**src/hdl/edist_pkg.sv**
```systemverilog
// shared constants, action codes and helpers for the edit distance engine
package edist_pkg;

  // default sizing of the string stores
  localparam int MaxLenDefault     = 64;
  localparam int SymbolBitsDefault = 8;

  // port field widths
  localparam int ActionBits = 2;
  localparam int SymbolIn   = 8;
  localparam int DistBits   = 7;
  localparam int DistMax    = (1 << DistBits) - 1;

  // action codes
  localparam logic [ActionBits-1:0] ActFirst   = 2'd0;
  localparam logic [ActionBits-1:0] ActSecond  = 2'd1;
  localparam logic [ActionBits-1:0] ActCompute = 2'd2;

  // clamp a distance to the output field
  function automatic logic [DistBits-1:0] sat_dist(input int unsigned val);
    logic [DistBits-1:0] res;
    if (val > DistMax) begin
      res = DistBits'(DistMax);
    end else begin
      res = DistBits'(val);
    end
    return res;
  endfunction

endpackage

```
**src/hdl/edist_ram.sv**
```systemverilog
// generic single write port, single read port ram with registered read
module edist_ram #(
  parameter int Width = 8,
  parameter int Depth = 64,
  parameter int AddrW = (Depth > 1) ? $clog2(Depth) : 1
) (
  input  logic             clk_i,
  input  logic             we_i,
  input  logic [AddrW-1:0] waddr_i,
  input  logic [Width-1:0] wdata_i,
  input  logic             re_i,
  input  logic [AddrW-1:0] raddr_i,
  output logic [Width-1:0] rdata_o
);

  logic [Width-1:0] mem [Depth];
  logic [Width-1:0] rdata_q;

  // write port
  always_ff @(posedge clk_i) begin
    if (we_i) begin
      mem[waddr_i] <= wdata_i;
    end
  end

  // registered read port, holds its data while not enabled
  always_ff @(posedge clk_i) begin
    if (re_i) begin
      rdata_q <= mem[raddr_i];
    end
  end

  assign rdata_o = rdata_q;

endmodule

```
**src/hdl/edit_distance_engine_unit.sv**
```systemverilog
// edit distance engine top level: string loading, row sweep and result strobe
//
// Append items (action 0 or 1) never raise busy_o. A compute
// item (action 2) sweeps the cost table one cell per cycle over one stored
// cost row, with a read setup state before the cells of each row, as the
// cost row memory has a single registered read port. busy_o stays high for
// the whole sweep, and valid_o pulses in the same cycle that busy_o falls.
// When either string is empty the result pulses in the next cycle and
// busy_o stays low. The result is on distance_o and overflowed_o, marked by
// valid_o for a single cycle; the receiver must take it then, as there is
// no way to hold it off.
// After the result both strings are empty and the overflow flag is clear.
module edit_distance_engine_unit
  import edist_pkg::*;
#(
  parameter int MAX_LEN     = MaxLenDefault,
  parameter int SYMBOL_BITS = SymbolBitsDefault
) (
  input  logic                  clk_i,
  input  logic                  rst_ni,
  input  logic                  start_i,
  output logic                  busy_o,
  input  logic [ActionBits-1:0] action_i,
  input  logic [SymbolIn-1:0]   symbol_i,
  output logic                  valid_o,
  output logic [DistBits-1:0]   distance_o,
  output logic                  overflowed_o
);

  // string address width and length / cost width
  localparam int AW = (MAX_LEN > 1) ? $clog2(MAX_LEN) : 1;
  localparam int LW = $clog2(MAX_LEN + 1);
  localparam logic [LW-1:0] FullLen = LW'(MAX_LEN);
  localparam logic [LW-1:0] One     = LW'(1);

  typedef enum logic [1:0] {
    ST_IDLE,
    ST_SETUP,
    ST_CELL
  } state_e;

  state_e                state_q;
  logic [LW-1:0]         len1_q, len2_q;
  logic                  ovf_q;
  logic [LW-1:0]         row_q, col_q;
  logic [LW-1:0]         left_q, diag_q;
  logic                  valid_q;
  logic [DistBits-1:0]   dist_q;
  logic                  ovf_out_q;

  logic                  accept;
  logic [SYMBOL_BITS-1:0] sym;
  logic                  first_we, second_we;
  logic                  first_re, second_re, cost_re;
  logic [AW-1:0]         second_raddr;
  logic [LW-1:0]         cost_raddr;
  logic [LW-1:0]         row_m1;
  logic [SYMBOL_BITS-1:0] first_rd, second_rd;
  logic [LW-1:0]         cost_rd;
  logic [LW-1:0]         above, min_al, min_all, cell_val;
  logic                  cost_we;

  assign accept = start_i && (state_q == ST_IDLE);
  assign sym    = SYMBOL_BITS'(symbol_i);
  assign row_m1 = row_q - One;

  // string writes on append transfers that fit
  assign first_we  = accept && (action_i == ActFirst) && (len1_q != FullLen);
  assign second_we = accept && (action_i == ActSecond) && (len2_q != FullLen);

  // reads: row setup fetches the row symbol and the first column, cells fetch ahead
  assign first_re     = (state_q == ST_SETUP);
  assign second_re    = (state_q == ST_SETUP) || ((state_q == ST_CELL) && (col_q != len2_q));
  assign cost_re      = second_re;
  assign second_raddr = (state_q == ST_SETUP) ? AW'(0) : col_q[AW-1:0];
  assign cost_raddr   = (state_q == ST_SETUP) ? One : col_q + One;

  // cell update: the first row sees the implicit initial row
  always_comb begin
    above    = (row_q == One) ? col_q : cost_rd;
    min_al   = (above < left_q) ? above : left_q;
    min_all  = (min_al < diag_q) ? min_al : diag_q;
    cell_val = (first_rd == second_rd) ? diag_q : min_all + One;
  end

  assign cost_we = (state_q == ST_CELL);

  edist_ram #(
    .Width(SYMBOL_BITS),
    .Depth(MAX_LEN),
    .AddrW(AW)
  ) u_first_ram (
    .clk_i  (clk_i),
    .we_i   (first_we),
    .waddr_i(len1_q[AW-1:0]),
    .wdata_i(sym),
    .re_i   (first_re),
    .raddr_i(row_m1[AW-1:0]),
    .rdata_o(first_rd)
  );

  edist_ram #(
    .Width(SYMBOL_BITS),
    .Depth(MAX_LEN),
    .AddrW(AW)
  ) u_second_ram (
    .clk_i  (clk_i),
    .we_i   (second_we),
    .waddr_i(len2_q[AW-1:0]),
    .wdata_i(sym),
    .re_i   (second_re),
    .raddr_i(second_raddr),
    .rdata_o(second_rd)
  );

  edist_ram #(
    .Width(LW),
    .Depth(MAX_LEN + 1),
    .AddrW(LW)
  ) u_cost_ram (
    .clk_i  (clk_i),
    .we_i   (cost_we),
    .waddr_i(col_q),
    .wdata_i(cell_val),
    .re_i   (cost_re),
    .raddr_i(cost_raddr),
    .rdata_o(cost_rd)
  );

  // control state machine and result registers
  always_ff @(posedge clk_i or negedge rst_ni) begin
    if (!rst_ni) begin
      state_q   <= ST_IDLE;
      len1_q    <= '0;
      len2_q    <= '0;
      ovf_q     <= 1'b0;
      row_q     <= '0;
      col_q     <= '0;
      valid_q   <= 1'b0;
      ovf_out_q <= 1'b0;
      dist_q    <= '0;
      left_q    <= '0;
      diag_q    <= '0;
    end else begin
      valid_q <= 1'b0;
      unique case (state_q)
        ST_IDLE: begin
          if (accept) begin
            unique case (action_i)
              ActFirst: begin
                if (len1_q == FullLen) begin
                  ovf_q <= 1'b1;
                end else begin
                  len1_q <= len1_q + One;
                end
              end
              ActSecond: begin
                if (len2_q == FullLen) begin
                  ovf_q <= 1'b1;
                end else begin
                  len2_q <= len2_q + One;
                end
              end
              ActCompute: begin
                ovf_out_q <= ovf_q;
                ovf_q     <= 1'b0;
                if ((len1_q == '0) || (len2_q == '0)) begin
                  // one side empty: distance is the other length
                  valid_q <= 1'b1;
                  dist_q  <= sat_dist(32'(len1_q | len2_q));
                  len1_q  <= '0;
                  len2_q  <= '0;
                end else begin
                  row_q   <= One;
                  state_q <= ST_SETUP;
                end
              end
              default: begin
              end
            endcase
          end
        end
        ST_SETUP: begin
          // column zero of this row and of the row above
          col_q   <= One;
          left_q  <= row_q;
          diag_q  <= row_m1;
          state_q <= ST_CELL;
        end
        ST_CELL: begin
          left_q <= cell_val;
          diag_q <= above;
          if (col_q == len2_q) begin
            if (row_q == len1_q) begin
              valid_q <= 1'b1;
              dist_q  <= sat_dist(32'(cell_val));
              len1_q  <= '0;
              len2_q  <= '0;
              state_q <= ST_IDLE;
            end else begin
              row_q   <= row_q + One;
              state_q <= ST_SETUP;
            end
          end else begin
            col_q <= col_q + One;
          end
        end
        default: begin
          state_q <= ST_IDLE;
        end
      endcase
    end
  end

  assign busy_o       = (state_q != ST_IDLE);
  assign valid_o      = valid_q;
  assign distance_o   = dist_q;
  assign overflowed_o = ovf_out_q;

endmodule
```
**config.mk**
```make
export PLATFORM = sky130hd
export DESIGN_NAME = edit_distance_engine_unit
export DESIGN_NICKNAME = d
export VERILOG_FILES = /design/src/hdl/edist_pkg.sv /design/src/hdl/edist_ram.sv /design/src/hdl/edit_distance_engine_unit.sv
export SDC_FILE = /design/constraint.sdc
export NUM_CORES = 2
export LEC_CHECK = 0
export ABC_AREA = 1
export BUFFER_PORTS_ARGS = -buffer_cell sky130_fd_sc_hd__buf_2
export CAP_MARGIN = 30
export CORE_ASPECT_RATIO = 1.4
export CORE_MARGIN = 4
export CORE_UTILIZATION = 50
export DETAILED_ROUTE_END_ITERATION = 6
export HOLD_SLACK_MARGIN = 0.05
export PLACE_DENSITY_LB_ADDON = 0.05
export SLEW_MARGIN = 15
export SYNTH_ARGS = -nofsm -noshare
export SYNTH_HDL_FRONTEND = slang
export SYNTH_SLANG_ARGS = --single-unit
```
**constraint.sdc**
```tcl
create_clock -name clk_i -period 23.4 [get_ports clk_i]
set_input_delay 2.34 -clock clk_i [delete_from_list [all_inputs] [get_ports clk_i]]
set_output_delay 2.34 -clock clk_i [all_outputs]
set_load 0.01 [all_outputs]
```
==> flow_summary.json <==
{
  "antenna_found_initial": 2,
  "num_rows": 154,
  "post_synthesis_cell_area_um2": 63300,
  "floorplan.die_area_um2": 132000,
  "detailedRoute.firstIterationViolations": 3984,
  "design.final.nets": 4830,
  "relSlewSlack_pct": 26.7,
  "cts.reportedPaths.clkPinSlew_ns": 0.06,
  "synth_nets": 4920,
  "drt_wl_total_mm": 180,
  "via_per_inst": 6.17,
  "starting_utilization_of_the_core_area_pct": 50.3,
  "area.sequential_um2": 46500,
  "total_grt_overflow": 0,
  "fin_worst_hold_slack_ns": 0.524,
  "fillCellCount": 10406,
  "yosys-mux-area-fraction_pct": 0.0791,
  "synth_xor_area_share_pct": 0.332,
  "global_route_wire_length_before_repair_mm": 266,
  "data_required_critical_path_ns": 23.86,
  "arithmetic_cell_share_of_the_synthesized_area_counting_full_adders_half_adders_and_majority_gates_pct": 0.494,
  "grt_pass1_vias": 39694,
  "preCtsSetupSlack_ns": 17.20,
  "dr_total_vias": 40396,
  "timing.rr.end": "u_cost_ram.mem[46][6]",
  "cell_at_the_root_of_the_clock_tree": "sky130_fd_sc_hd__clkbuf_16",
  "clock_tree.htree_level_count": 4,
  "r2r-start": "row_q[0]",
  "cts_made_buffers": 150,
  "multi_input_comb_area_um2": 15300,
  "min_path_type": "flop to flop",
  "core-area_um2": 126000,
  "hpwlAfterDp_mm": 109,
  "timing.setup.tns_ns": 0,
  "final-max-slew-violation-count": 0,
  "synth_top_family_by_area": "compound AO/OA/AOI/OAI gates",
  "design.portCount": 23,
  "fp.dieW_um": 309,
  "cts.sink_count": 1556,
  "critical_path_class": "flop to flop",
  "largest_net_degree_at_the_start_of_global_routing": 241,
  "ctsHoldBuffers": 0,
  "critical_path.endpoint_type": "flop",
  "crit_path_launch_type": "flop",
  "clkLatencyLatePin_ns": 0.79,
  "routed_wire_length_per_instance_um": 27.5,
  "port_buffers": 22,
  "finalHoldViolations": 0,
  "cts_tree": "yes",
  "die_ht_um": 429,
  "max_clock_freq_ghz": 0.161,
  "cts_buffer_depth": 3,
  "setup-violations-final": 0,
  "vdd_ir_drop_max_uv": 418,
  "max-cap-violations": 0,
  "finalPower_mw": 11.6,
  "finalWorstSetupSlack_ns": 17.17,
  "syn2layout_area_growth_pct": 10.1,
  "crit_arrival_ns": 6.69,
  "worstRegToRegCells": 24,
  "drt.antenna.violating_nets": 0,
  "drive_above_1_share_pct": 7.40,
  "timing.final.crit_share_pct": 26.6,
  "netlist_instances": 4882,
  "synthArstFlopShare_pct": 3.47,
  "post_cts.repair.setup_buffers": 0,
  "slack_of_the_worst_reg_to_reg_path_ns": 17.17,
  "min-delay-start": "ovf_q",
  "static-leakage-power_nw": 22.0,
  "synth-edff-count": 1502,
  "final_core_utilization_pct": 55.4,
  "gp_routability_congestion": 0.872,
  "rsz0062_at_grt": "false",
  "hold_path_end": "ovf_q",
  "status": "completed",
  "yosys_most_used_dff": "sky130_fd_sc_hd__edfxtp_1",
  "post-route-drc-count": 0,
  "synth_seq_cells": 1556,
  "cts_repair_resize_count": 0,
  "drt_first_pass_iters": 5,
  "layout_min_cycle_time_ns": 6.23,
  "hold_path_depth": 2,
  "p_per_area_nw_per_um2": 166,
  "timing.critical_path.fanout_max": 65,
  "synth.yosys.warnings": 0,
  "gr-usage-all-layers_pct": 27.0,
  "syn-mean-instance-area_um2": 13.0,
  "post_synth_num_cell_types": 59,
  "yosysSeqAreaShare_pct": 73.4,
  "tightestPinTransition_ns": 1.09,
  "synth_simple_gate_area_share_pct": 9.74,
  "final.setup_skew_ns": 0.0205,
  "synth_compound_area_share_pct": 13.2
}
==> placed cells by master (no fill, tap or decap), types with 6 or more instances in the layout <==
cell type	count
sky130_fd_sc_hd__a211oi_1	6
sky130_fd_sc_hd__a21oi_1	93
sky130_fd_sc_hd__a221oi_1	6
sky130_fd_sc_hd__a31oi_1	13
sky130_fd_sc_hd__a32o_1	12
sky130_fd_sc_hd__buf_12	6
sky130_fd_sc_hd__buf_2	14
sky130_fd_sc_hd__buf_4	70
sky130_fd_sc_hd__bufinv_16	11
sky130_fd_sc_hd__clkbuf_1	32
sky130_fd_sc_hd__clkbuf_16	153
sky130_fd_sc_hd__clkinv_1	30
sky130_fd_sc_hd__clkinv_2	21
sky130_fd_sc_hd__clkinv_4	6
sky130_fd_sc_hd__clkinvlp_4	6
sky130_fd_sc_hd__dfrtp_1	52
sky130_fd_sc_hd__edfxtp_1	1502
sky130_fd_sc_hd__ha_1	24
sky130_fd_sc_hd__inv_1	100
sky130_fd_sc_hd__inv_6	11
sky130_fd_sc_hd__nand2_1	227
sky130_fd_sc_hd__nand2_2	6
sky130_fd_sc_hd__nand3_1	190
sky130_fd_sc_hd__nand3_2	7
sky130_fd_sc_hd__nand4_1	9
sky130_fd_sc_hd__nor2_1	1026
sky130_fd_sc_hd__nor2_4	7
sky130_fd_sc_hd__nor3_1	26
sky130_fd_sc_hd__o211ai_1	126
sky130_fd_sc_hd__o21ai_0	553
sky130_fd_sc_hd__o21ai_1	6
sky130_fd_sc_hd__o21bai_1	66
sky130_fd_sc_hd__o221ai_1	128
sky130_fd_sc_hd__o22ai_1	111
sky130_fd_sc_hd__o311ai_0	68
sky130_fd_sc_hd__o311ai_1	8
sky130_fd_sc_hd__o32ai_1	75
sky130_fd_sc_hd__xor2_1	17
==> how the worst max path moves through the flow <==
stage / start / cells past startpoint / endpoint / slack, ns
floorplan: row_q[1] / 25 / u_cost_ram.mem[0][4] / 15.82
global placement: row_q[0] / 24 / u_cost_ram.mem[46][6] / 17.23
detailed placement: row_q[1] / 26 / left_q[2] / 17.20
CTS: row_q[1] / 26 / distance_o[2] / 17.18
global route: row_q[1] / 25 / u_cost_ram.mem[46][6] / 16.66
finish: row_q[0] / 24 / u_cost_ram.mem[46][6] / 17.17
==> worst max-delay path, cell delays in order, from the launching register on <==
cell	delay (ns)
sky130_fd_sc_hd__dfrtp_4	0.60
sky130_fd_sc_hd__ha_1	0.20
sky130_fd_sc_hd__inv_1	0.04
sky130_fd_sc_hd__nor2_1	0.16
sky130_fd_sc_hd__nand3_2	0.25
sky130_fd_sc_hd__o21ai_0	0.42
sky130_fd_sc_hd__ha_1	0.32
sky130_fd_sc_hd__a21oi_1	0.15
sky130_fd_sc_hd__nor2_1	0.05
sky130_fd_sc_hd__a211oi_1	0.30
sky130_fd_sc_hd__nand2_2	0.23
sky130_fd_sc_hd__a21oi_1	0.31
sky130_fd_sc_hd__ha_1	0.30
sky130_fd_sc_hd__a21oi_1	0.15
sky130_fd_sc_hd__nor2_1	0.06
sky130_fd_sc_hd__a211oi_2	0.51
sky130_fd_sc_hd__nand3_1	0.16
sky130_fd_sc_hd__nand2_1	0.20
sky130_fd_sc_hd__ha_1	0.23
sky130_fd_sc_hd__nand3_2	0.13
sky130_fd_sc_hd__nor2_1	0.12
sky130_fd_sc_hd__nand3_1	0.09
sky130_fd_sc_hd__nand3_2	0.10
sky130_fd_sc_hd__and2_2	0.17
sky130_fd_sc_hd__buf_4	0.58
==> power breakdown <==
group,switching (mW),leakage (nW),internal (mW)
clock,1.04,2.29,1.33
sequential,0.0980,14.2,4.27
combinational,3.72,5.53,1.11
==> registers in the layout (all words and copies together), names as in the netlist, 8 cells and up <==
| signal | flops |
|---|---|
| u_cost_ram.mem | 455 |
| u_first_ram.mem | 512 |
| u_first_ram.rdata_o | 8 |
| u_second_ram.mem | 512 |
| u_second_ram.rdata_o | 8 |
==> metrics by stage <==
stage	instance area, µm²	std cells
6_report	69700	6544
5_1_grt	69700	6542
4_1_cts	69700	6539
3_5_place_dp	65000	6275
3_3_place_gp	64900	6269
2_1_floorplan	63300	4882
==> cells by family after synthesis <==
group | count (synthesis)
buffers and inverters | 450
AO/OA/AOI/OAI | 1299
flip-flops | 1556
adder cells (fa/ha/maj) | 25
multiplexers | 5
AND/OR/NAND/NOR | 1523
XOR/XNOR | 24
==> cell usage after synthesis, types with 3 or more instances <==
cell	n	area share (%)
sky130_fd_sc_hd__edfxtp_1	1502	71
sky130_fd_sc_hd__nor2_1	1033	6.1
sky130_fd_sc_hd__o21ai_0	555	4.4
sky130_fd_sc_hd__clkbuf_1	295	1.7
sky130_fd_sc_hd__nand2_1	227	1.3
sky130_fd_sc_hd__nand3_1	190	1.5
sky130_fd_sc_hd__o221ai_1	128	1.8
sky130_fd_sc_hd__o211ai_1	126	1.5
sky130_fd_sc_hd__o22ai_1	112	1.1
sky130_fd_sc_hd__inv_1	104	0.62
sky130_fd_sc_hd__a21oi_1	93	0.74
sky130_fd_sc_hd__o32ai_1	75	1.0
sky130_fd_sc_hd__o311ai_0	68	0.94
sky130_fd_sc_hd__o21bai_1	66	0.78
sky130_fd_sc_hd__dfrtp_1	54	2.1
sky130_fd_sc_hd__nor3_1	30	0.24
sky130_fd_sc_hd__ha_1	25	0.49
sky130_fd_sc_hd__buf_1	23	0.14
sky130_fd_sc_hd__xor2_1	19	0.26
sky130_fd_sc_hd__buf_2	14	0.11
sky130_fd_sc_hd__a31oi_1	13	0.13
sky130_fd_sc_hd__a32o_1	12	0.19
sky130_fd_sc_hd__nand4_1	9	0.089
sky130_fd_sc_hd__clkinv_1	8	0.047
sky130_fd_sc_hd__o311ai_1	8	0.11
sky130_fd_sc_hd__nand3_2	7	0.11
sky130_fd_sc_hd__a211oi_1	6	0.071
sky130_fd_sc_hd__a221oi_1	6	0.083
sky130_fd_sc_hd__nand2_2	6	0.059
sky130_fd_sc_hd__o21ai_1	6	0.047
sky130_fd_sc_hd__a311oi_1	5	0.069
sky130_fd_sc_hd__mux2i_1	5	0.079
sky130_fd_sc_hd__nor4_1	5	0.049
sky130_fd_sc_hd__xnor2_1	5	0.069
sky130_fd_sc_hd__a22oi_1	3	0.036
sky130_fd_sc_hd__inv_2	3	0.018
sky130_fd_sc_hd__nand3b_1	3	0.036
sky130_fd_sc_hd__o31ai_1	3	0.036
==> cell type report <==
type                            instances  share of cell area [%]
Clock buffer                          187                    5.70
Multi-Input combinational cell       2876                    21.9
Timing Repair Buffer                   93                    1.10
Sequential cell                      1556                    66.6
Antenna cell                            2                 0.00718
Inverter                              115                   0.641
Clock inverter                         77                    1.05
Tap cell                             1638                    2.94
==> routing by layer <==
layer | up-vias | track usage (%) | share of wire, %
met5 | - | 0 | 0
met2 | 1493 | 46.0 | 51
met4 | 0 | 10.9 | 4.2
met3 | 359 | 3.90 | 5.6
li1 | 18222 | - | -
met1 | 20322 | 35.1 | 40
No activity file was read; power rests on OpenSTA's default activity.
